[src/hdl/alu16_pkg.sv]
`default_nettype none
package alu16_pkg;

  localparam int DATA_W          = 16;
  localparam int CMD_W           = 4;
  localparam int DIV_STEPS       = 4;                 // quotient bits per divider stage
  localparam int DIV_STAGES      = DATA_W / DIV_STEPS;
  localparam int LATENCY         = DIV_STAGES + 2;    // front + divider + output register

  // Operation codes
  typedef enum logic [CMD_W-1:0] {
    CMD_ADD = 4'd0,
    CMD_SUB = 4'd1,
    CMD_MUL = 4'd2,
    CMD_DIV = 4'd3,
    CMD_MOD = 4'd4,
    CMD_AND = 4'd5,
    CMD_OR  = 4'd6,
    CMD_XOR = 4'd7,
    CMD_NOT = 4'd8,
    CMD_CMP = 4'd9
  } cmd_t;

  // Which source the output stage takes the result from
  typedef enum logic [1:0] {
    SEL_FAST,
    SEL_CMP,
    SEL_DIV,
    SEL_MOD
  } sel_t;

  typedef struct packed {
    logic [CMD_W-1:0]  command;
    logic [DATA_W-1:0] operand_a;
    logic [DATA_W-1:0] operand_b;
    logic              use_carry;
    logic              carry_in;
  } in_beat_t;

  typedef struct packed {
    logic [DATA_W-1:0] result;
    logic              flag_greater;
    logic              flag_lesser;
    logic              flag_equal;
    logic              flag_zero;
    logic              flag_carry;
    logic              flag_overflow;
    logic              flag_div_zero;
    logic              flag_negative;
  } out_beat_t;

  // Side data that rides along the divider stages
  typedef struct packed {
    sel_t      sel;
    logic      b_zero;
    out_beat_t fast;
  } side_t;

  // Restoring divider state
  typedef struct packed {
    logic [DATA_W-1:0] rem;
    logic [DATA_W-1:0] quo;
    logic [DATA_W-1:0] divisor;
  } div_state_t;

  typedef struct packed {
    logic       valid;
    side_t      side;
    div_state_t dv;
  } pipe_t;

endpackage
`default_nettype wire

[src/hdl/alu16_front.sv]
`default_nettype none
module alu16_front (
  input  wire logic               clk,
  input  wire logic               rst_n,
  input  wire logic               accept,
  input  wire alu16_pkg::in_beat_t in_data,
  output alu16_pkg::pipe_t        pipe_out
);
  import alu16_pkg::*;

  logic [DATA_W:0]     sum;
  logic [2*DATA_W-1:0] prod;
  side_t               side;
  logic                valid_r;
  side_t               side_r;
  div_state_t          dv_r;

  assign sum  = {1'b0, in_data.operand_a} + {1'b0, in_data.operand_b}
              + {{DATA_W{1'b0}}, in_data.use_carry & in_data.carry_in};
  assign prod = {{DATA_W{1'b0}}, in_data.operand_a} * {{DATA_W{1'b0}}, in_data.operand_b};

  // Fast operations and compare; divide and modulo only select their result source
  always_comb begin
    side             = '0;
    side.sel         = SEL_FAST;
    side.b_zero      = (in_data.operand_b == '0);
    side.fast.result = in_data.operand_a;
    unique case (in_data.command)
      CMD_ADD: begin
        side.fast.result     = sum[DATA_W-1:0];
        side.fast.flag_carry = sum[DATA_W];
      end
      CMD_SUB: begin
        side.fast.result        = in_data.operand_a - in_data.operand_b;
        side.fast.flag_negative = (in_data.operand_a < in_data.operand_b);
      end
      CMD_MUL: begin
        side.fast.result        = prod[DATA_W-1:0];
        side.fast.flag_overflow = |prod[2*DATA_W-1:DATA_W];
      end
      CMD_DIV: side.sel = SEL_DIV;
      CMD_MOD: side.sel = SEL_MOD;
      CMD_AND: side.fast.result = in_data.operand_a & in_data.operand_b;
      CMD_OR:  side.fast.result = in_data.operand_a | in_data.operand_b;
      CMD_XOR: side.fast.result = in_data.operand_a ^ in_data.operand_b;
      CMD_NOT: side.fast.result = ~in_data.operand_a;
      CMD_CMP: begin
        side.sel               = SEL_CMP;
        side.fast.flag_greater = (in_data.operand_a > in_data.operand_b);
        side.fast.flag_lesser  = (in_data.operand_a < in_data.operand_b);
        side.fast.flag_equal   = (in_data.operand_a == in_data.operand_b);
      end
      default: side.fast.result = in_data.operand_a;
    endcase
  end

  // Valid bit
  always_ff @(posedge clk) begin
    if (!rst_n) begin
      valid_r <= 1'b0;
    end else begin
      valid_r <= accept;
    end
  end

  // Payload, divider seeded with the dividend
  always_ff @(posedge clk) begin
    side_r     <= side;
    dv_r.rem   <= '0;
    dv_r.quo   <= in_data.operand_a;
    dv_r.divisor <= in_data.operand_b;
  end

  assign pipe_out.valid = valid_r;
  assign pipe_out.side  = side_r;
  assign pipe_out.dv    = dv_r;

endmodule
`default_nettype wire

[src/hdl/alu16_div_stage.sv]
`default_nettype none
module alu16_div_stage (
  input  wire logic             clk,
  input  wire logic             rst_n,
  input  wire alu16_pkg::pipe_t pipe_in,
  output alu16_pkg::pipe_t      pipe_out
);
  import alu16_pkg::*;

  div_state_t     dv;
  logic [DATA_W:0] trial;
  logic            valid_r;
  side_t           side_r;
  div_state_t      dv_r;

  // DIV_STEPS (four) restoring-division steps, one quotient bit each
  always_comb begin
    dv    = pipe_in.dv;
    trial = '0;
    for (int i = 0; i < DIV_STEPS; i++) begin
      trial = {dv.rem, dv.quo[DATA_W-1]};
      if (trial >= {1'b0, dv.divisor}) begin
        trial  = trial - {1'b0, dv.divisor};
        dv.quo = {dv.quo[DATA_W-2:0], 1'b1};
      end else begin
        dv.quo = {dv.quo[DATA_W-2:0], 1'b0};
      end
      dv.rem = trial[DATA_W-1:0];
    end
  end

  always_ff @(posedge clk) begin
    if (!rst_n) begin
      valid_r <= 1'b0;
    end else begin
      valid_r <= pipe_in.valid;
    end
  end

  always_ff @(posedge clk) begin
    side_r <= pipe_in.side;
    dv_r   <= dv;
  end

  assign pipe_out.valid = valid_r;
  assign pipe_out.side  = side_r;
  assign pipe_out.dv    = dv_r;

endmodule
`default_nettype wire

[src/hdl/alu_16bit_with_flags_top.sv]
`default_nettype none
// 16-bit unsigned ALU with flags.
//
// Input: raise start with an operation beat on in_data; the beat is taken
// at the clock edge where start is high and busy is low. busy stays low, so
// a new beat may be issued on every cycle.
// Output: each beat gives exactly one result on out_data, shown for one
// cycle with out_valid high. The receiver cannot hold results off.
// Path: the beat passes the front stage, four divider stages of four
// quotient bits each, and the output register; out_valid rises once the
// result is in the output register. Every operation takes the same path,
// so results leave in order. Throughput: one beat per cycle, set by the
// pipelined restoring divider.
// Reset (rst_n low, synchronous) drops all beats in flight; out_valid is
// low on the cycle after reset.
module alu_16bit_with_flags_top (
  input  wire logic                 clk,
  input  wire logic                 rst_n,
  input  wire logic                 start,
  output logic                      busy,
  input  wire alu16_pkg::in_beat_t  in_data,
  output logic                      out_valid,
  output alu16_pkg::out_beat_t      out_data
);
  import alu16_pkg::*;

  pipe_t     stage [DIV_STAGES+1];
  out_beat_t res_nxt;
  out_beat_t out_data_r;
  logic      out_valid_r;
  side_t     tail;

  assign busy = 1'b0;

  alu16_front u_front (
    .clk      (clk),
    .rst_n    (rst_n),
    .accept   (start & ~busy),
    .in_data  (in_data),
    .pipe_out (stage[0])
  );

  for (genvar g = 0; g < DIV_STAGES; g++) begin : g_div
    alu16_div_stage u_div (
      .clk      (clk),
      .rst_n    (rst_n),
      .pipe_in  (stage[g]),
      .pipe_out (stage[g+1])
    );
  end

  assign tail = stage[DIV_STAGES].side;

  // Pick the result source and finish the flags
  always_comb begin
    res_nxt = tail.fast;
    case (tail.sel)
      SEL_DIV: begin
        res_nxt.result        = tail.b_zero ? '0 : stage[DIV_STAGES].dv.quo;
        res_nxt.flag_div_zero = tail.b_zero;
      end
      SEL_MOD: begin
        res_nxt.result        = tail.b_zero ? '0 : stage[DIV_STAGES].dv.rem;
        res_nxt.flag_div_zero = tail.b_zero;
      end
      default: res_nxt.result = tail.fast.result;
    endcase
    res_nxt.flag_zero = (tail.sel != SEL_CMP) && (res_nxt.result == '0);
  end

  always_ff @(posedge clk) begin
    if (!rst_n) begin
      out_valid_r <= 1'b0;
    end else begin
      out_valid_r <= stage[DIV_STAGES].valid;
    end
  end

  always_ff @(posedge clk) begin
    out_data_r <= res_nxt;
  end

  assign out_valid = out_valid_r;
  assign out_data  = out_data_r;

  // Every accepted beat comes out with out_valid once it has passed the pipeline
  a_latency: assert property (@(posedge clk) disable iff (!rst_n)
    ($past(rst_n, 1) && $past(rst_n, 2) && $past(rst_n, 3) && $past(rst_n, 4)
     && $past(rst_n, 5) && $past(rst_n, LATENCY))
    |-> (out_valid == $past(start & ~busy, LATENCY)))
    else $error("result strobe does not match accepted beat");

  // Division by zero forces a zero result
  a_div_zero: assert property (@(posedge clk) disable iff (!rst_n)
    (out_valid && out_data.flag_div_zero)
    |-> (out_data.result == '0 && out_data.flag_zero))
    else $error("div-by-zero result not cleared");

  // Compare flags are exclusive and compare never sets zero, carry or div-by-zero
  a_cmp: assert property (@(posedge clk) disable iff (!rst_n)
    (out_valid && (out_data.flag_greater || out_data.flag_lesser || out_data.flag_equal))
    |-> ($onehot({out_data.flag_greater, out_data.flag_lesser, out_data.flag_equal})
         && !out_data.flag_zero && !out_data.flag_carry && !out_data.flag_div_zero))
    else $error("compare flags inconsistent");

endmodule
`default_nettype wire
[config.mk]
export PLATFORM = sky130hd
export DESIGN_NAME = alu_16bit_with_flags_top
export DESIGN_NICKNAME = d
export VERILOG_FILES = /design/src/hdl/alu16_pkg.sv /design/src/hdl/alu16_front.sv /design/src/hdl/alu16_div_stage.sv /design/src/hdl/alu_16bit_with_flags_top.sv
export SDC_FILE = /design/constraint.sdc
export NUM_CORES = 2
export LEC_CHECK = 0
export BUFFER_PORTS_ARGS = -buffer_cell sky130_fd_sc_hd__buf_2
export CORE_ASPECT_RATIO = 1.75
export CORE_MARGIN = 8
export CORE_UTILIZATION = 30
export CTS_BUF_LIST = sky130_fd_sc_hd__clkbuf_16
export CTS_CLUSTER_SIZE = 8
export DETAILED_ROUTE_END_ITERATION = 8
export PLACE_DENSITY_LB_ADDON = 0.1
export SLEW_MARGIN = 30
export SYNTH_ARGS = -nofsm -noshare
export SYNTH_HDL_FRONTEND = slang
export SYNTH_SLANG_ARGS = --single-unit
[constraint.sdc]
create_clock -name clk -period 21.4 [get_ports clk]
set_clock_uncertainty 0.15 [all_clocks]
set_input_delay 1.07 -clock clk [delete_from_list [all_inputs] [get_ports clk]]
set_output_delay 1.07 -clock clk [all_outputs]
set_load 0.1 [all_outputs]
After elaboration in Yosys (flattened, before gate mapping) --
Cells that the tools add are included.
Operators by class: $add $sub $neg 19, multipliers 1, divide/modulo/power cells 0, magnitude comparators 18, equal/unequal tests 13, shift-type cells 0, multiplexer cells 37, bitwise gates (word level) 5, reduce and logical (&&, ||, !) cells 6
Operator list (number):
- $mux 16 | 18
- $sub 16x16->16 | 16
- $ge 17x16->1 | 15
- $pmux 16 s7 | 1
- $logic_not 16->1 | 2
- $mul 16x16->32 | 1
- $pmux 16 s2 | 1
- $add 16x16->17 | 1
- $add 17x1->17 | 1
- $and 16x16->16 | 1
- $eq 16x16->1 | 1
- $eq 4x3->1 const B | 4
- $ge 1x16->1 | 1
- $gt 16x16->1 | 1
- $lt 16x16->1 | 1
- $mux 1 | 16
- $not 16->16 | 1
- $or 16x16->16 | 1
- $reduce_or 16->1 | 1
- $sub 1x16->16 | 1
- $xor 16x16->16 | 1
- $eq 4x2->1 const B | 2
- $eq 4x4->1 const B | 2
- $pmux 2 s3 | 1
- other kinds (7) | 8
Storage, ports and cells: flip-flop bits (word level) 363, bits in latches 0, memory bits (writable) 0, bits in read-only memories 0, input bits 41, output and inout bits 26, logic and storage cells 172, memories 0

Depth between registers and ports, before layout --
depth after elaboration 8, mapped depth 49, depth with buffers taken out 44

Cells and area by module --
From an unflattened synthesis, not the netlist that was laid out.
Second synthesis, totals: cells, all modules 3952, area total of the unflattened synthesis 34948.5 um2
Modules (own cells, without submodules):
- alu16_front | instances 1, cells each 1473, area each 12299.3 um2, sequential area each 1161.1 um2
- alu16_div_stage at g_div[1].u_div | instances 1, cells each 604, area each 5497.8 um2, sequential area each 1521.5 um2
- alu16_div_stage at g_div[2].u_div | instances 1, cells each 620, area each 5424.0 um2, sequential area each 1521.5 um2
- alu16_div_stage at g_div[0].u_div | instances 1, cells each 590, area each 5386.4 um2, sequential area each 1521.5 um2
- alu16_div_stage at g_div[3].u_div | instances 1, cells each 572, area each 5337.6 um2, sequential area each 1521.5 um2
- alu_16bit_with_flags_top | instances 1, cells each 93, area each 1003.5 um2, sequential area each 500.5 um2

Least setup slack after synthesis --
Ideal clock, no wire load.
path type reg2reg, start reg g_div[0].u_div.dv_r (netlist bit g_div[0].u_div.pipe_out[1]), end reg g_div[1].u_div.dv_r (netlist bit g_div[1].u_div.pipe_out[36]), library setup time 0.133 ns, arrival 9.872 ns, required time 21.117 ns, setup slack 11.245 ns, stages on the path, launching flop included 47, path buffers 6, clock period less this slack 10.155 ns, cell sequence dfxtp_1 -> inv_1 -> ha_1 -> nor2b_1 -> o31a_1 -> o41a_1 -> o211ai_2 -> and2_1 -> clkbuf_2 -> inv_2 -> buf_1 -> nor2_1 -> a21oi_1 -> ha_1 -> nand4_1 -> or4_1 -> nand3b_1 -> a221o_1 -> [11 not listed] -> a21oi_1 -> o21ai_0 -> nor2_1 -> buf_2 -> nand2_1 -> o21ai_0 -> ha_1 -> nor2b_1 -> o31a_1 -> o31ai_1 -> a21oi_1 -> a2111oi_0 -> o21ai_0 -> a21o_1 -> a211oi_1 -> o21bai_2 -> buf_2 -> o221ai_1
RTL lines:
- from (decl) | RTL line alu16_div_stage.sv:14 | div_state_t dv_r;
- from (signal assigned) | RTL line alu16_div_stage.sv:42 | dv_r <= dv;
- to (signal assigned) | RTL line alu16_div_stage.sv:42
- to (decl) | RTL line alu16_div_stage.sv:14

==> flow_summary.ini <==
[logic_synthesis]
synthCells = 3921
synthesis.nets = 4568
synth_edf_count = 0
syn_area_per_cell_um2 = 8.52
async_flop_share_pct = 0
ys_seq_area_share_pct = 21.8
synth_ff_type = dfxtp_1
ys_ff_latch = 363
yosysWarnings = 0
syn-cell-area_um2 = 33400
synth_cell_types = 95

[global_route]
grt_pass1_vias = 30500
grt_use_met2_pct = 40.0
grt_use_met1_pct = 17.9
use_met3_pct = 1.97
grt_first_pass_wirelength_mm = 182
busiest_layer = met2
grt_max_degree = 35
antenna_found_initial = 14
grt-ovfl-total = 0
grt_usage_pct = 19.4

[cts]
cts_sinks = 363
clk_latency_ns = 0.62
clk_pin_slew_ns = 0.05
cts_resized = 0
cts_tree = built
cts_buffers = 52
cts_max_level = 2
post_cts_buffers = 0
root_buffer = clkbuf_16
ctsHoldBuffers = 0
cts_buffer_depth = 3

[critical_path]
cp_slowest_cell = clkinv_1
cp_data_required_time_ns = 21.76
cp.buffers_inverters = 9
endpoint_kind = flip-flop
worstPathMaxFanout = 25
path_common_cell = o21ai_0
cp_slowest_stage_delay_ns = 0.66
path_delay_family = compound AO/OA/AOI/OAI gates
crit_arrival_ns = 12.84
startpoint_type = flip-flop
critical_path_class = flip-flop to flip-flop

[route]
ant_nets = 0
dr.pass1.iters = 5
routed_wl_mm = 119
routedWlPerCell_um = 21.9
num_vias = 28100
drt-initial-drc-count = 1164
drc = 0
avgViaCountPerCell = 5.16

[sta]
setup_viol = 0
drv_slew = 0
rsz0062_at_grt = false
fmax_mhz = 80.1
setup_tns_ns = 0
period_minus_slack_ns = 12.49
tightest_slew_ns = 1.02
finalHoldViolations = 0
layout_worst_path_cycle_share_pct = 58.3
slew_headroom_pct = 30.1

[worst_hold_path]
hold_class = flip-flop to flip-flop

[status]
status = finished, final reports clean

[final_layout]
stdcell_count = 5449
syn_to_final_growth_pct = 10.1
nNetsFinal = 4601
drive_gt1_share_pct = 7.85
nFillCells = 11800

[place]
dpl.hpwl_mm = 99.2
gp_congestion = 0.868
io_buffers = 65
dp.cells = 5375

[floorplanning]
coreArea_um2 = 111000
row_count = 162
start_util_pct = 30.1
die_w_um = 268
ios = 67
die_h_um = 457
die_area_um2 = 123000

[job]
cap_violations = 0
## registers in the layout, indices dropped and copies added, names as in the netlist
register,count
g_div.u_div.valid_r,4
g_div.u_div.pipe_out,276
u_front.pipe_out,57
out_valid,1
u_front.valid_r,1
out_data,24
## path summary, 6_finish.rpt
path | cells after the start | to | from | slack, ns
setup / recovery | 43 | g_div[2].u_div.pipe_out[37]$_DFF_P_ | g_div[1].u_div.pipe_out[1]$_DFF_P_ | 8.91
hold / removal | 0 | g_div[0].u_div.pipe_out[72]$_DFF_P_ | u_front.pipe_out[72]$_DFF_P_ | 0.16
setup reg to reg | 43 | g_div[2].u_div.pipe_out[37]$_DFF_P_ | g_div[1].u_div.pipe_out[1]$_DFF_P_ | 8.91
hold reg to reg | 0 | g_div[0].u_div.pipe_out[72]$_DFF_P_ | u_front.pipe_out[72]$_DFF_P_ | 0.16
## kinds of logic after synthesis
logic type                 after synthesis  share of synthesized area, %
and+or+nand+nor                       1100                          15.4
AOI/OAI and AO/OA                      914                          18.4
adders and majority gates              606                          27.5
buffers and inverters                  592                          6.81
DFF                                    363                          21.8
xor gates and xnor gates               179                          4.69
muxes                                  166                          5.49
other                                    1                        0.0112
## cells in the mapped netlist, drive strengths merged (20+ instances only)
cell type | n | area (µm²)
nor3 | 51 | 267
a21oi | 234 | 1170
o221ai | 20 | 175
xor2 | 58 | 508
xnor2 | 121 | 1060
o21a | 43 | 323
inv | 476 | 1790
nand3 | 59 | 295
o21bai | 28 | 214
nand2b | 50 | 313
a221o | 21 | 210
nor2 | 418 | 1570
nor4 | 25 | 163
nand2 | 266 | 1000
and3 | 34 | 213
clkbuf | 76 | 287
mux2i | 55 | 579
a31oi | 20 | 125
o21ai | 186 | 931
nor2b | 49 | 307
ha | 394 | 4930
fa | 212 | 4240
buf | 36 | 186
or3 | 33 | 206
nand4 | 36 | 225
and2 | 27 | 171
mux2 | 111 | 1250
a21o | 79 | 593
o211ai | 28 | 220
dfxtp | 363 | 7270
a211oi | 37 | 278
## layer usage
metal,routed length [µm],share of wire [%]
met1,40200,34
met2,68700,58
met3,3030,2.5
met4,7410,6.2
met5,52,0.044
## cell type report
cell class	count	area [µm²]	area share [%]
multi-input cells	2966	23900	65.0
repair buffers	91	520	1.42
clock inverters	12	115	0.313
well taps	1476	1850	5.02
diodes	9	22.5	0.0613
flip-flops and latches	363	7270	19.8
inverters	480	1800	4.90
clock buffers	52	1300	3.54
## cell usage in the layout, fill, tap and decap left out, types with 58 or more instances in the layout
master     n
a21o_1    79
dfxtp_1  363
mux2_2   109
xor2_1    58
nand3_1   59
nor2_1   418
nand2_1  265
xnor2_1  121
fa_1     212
inv_1    473
o21ai_0  186
a21oi_1  233
ha_1     394
buf_2     65
## through the flow
step | cell area (µm²) | worst slack [ns] | util (%) | hold slack (ns)
2_1_floorplan | 33400 | 11.24 | - | 0.160
3_3_place_gp | 35300 | 8.87 | 31.9 | 0.160
3_5_place_dp | 35300 | 8.70 | 31.9 | 0.162
4_1_cts | 36700 | 8.65 | 33.1 | 0.156
5_1_grt | 36800 | 8.04 | 33.2 | 0.166
6_report | 36800 | 8.91 | 33.2 | 0.158
Power is not shown: default switching activity piles up to over one toggle a cycle in this logic, so the estimate is an artifact.
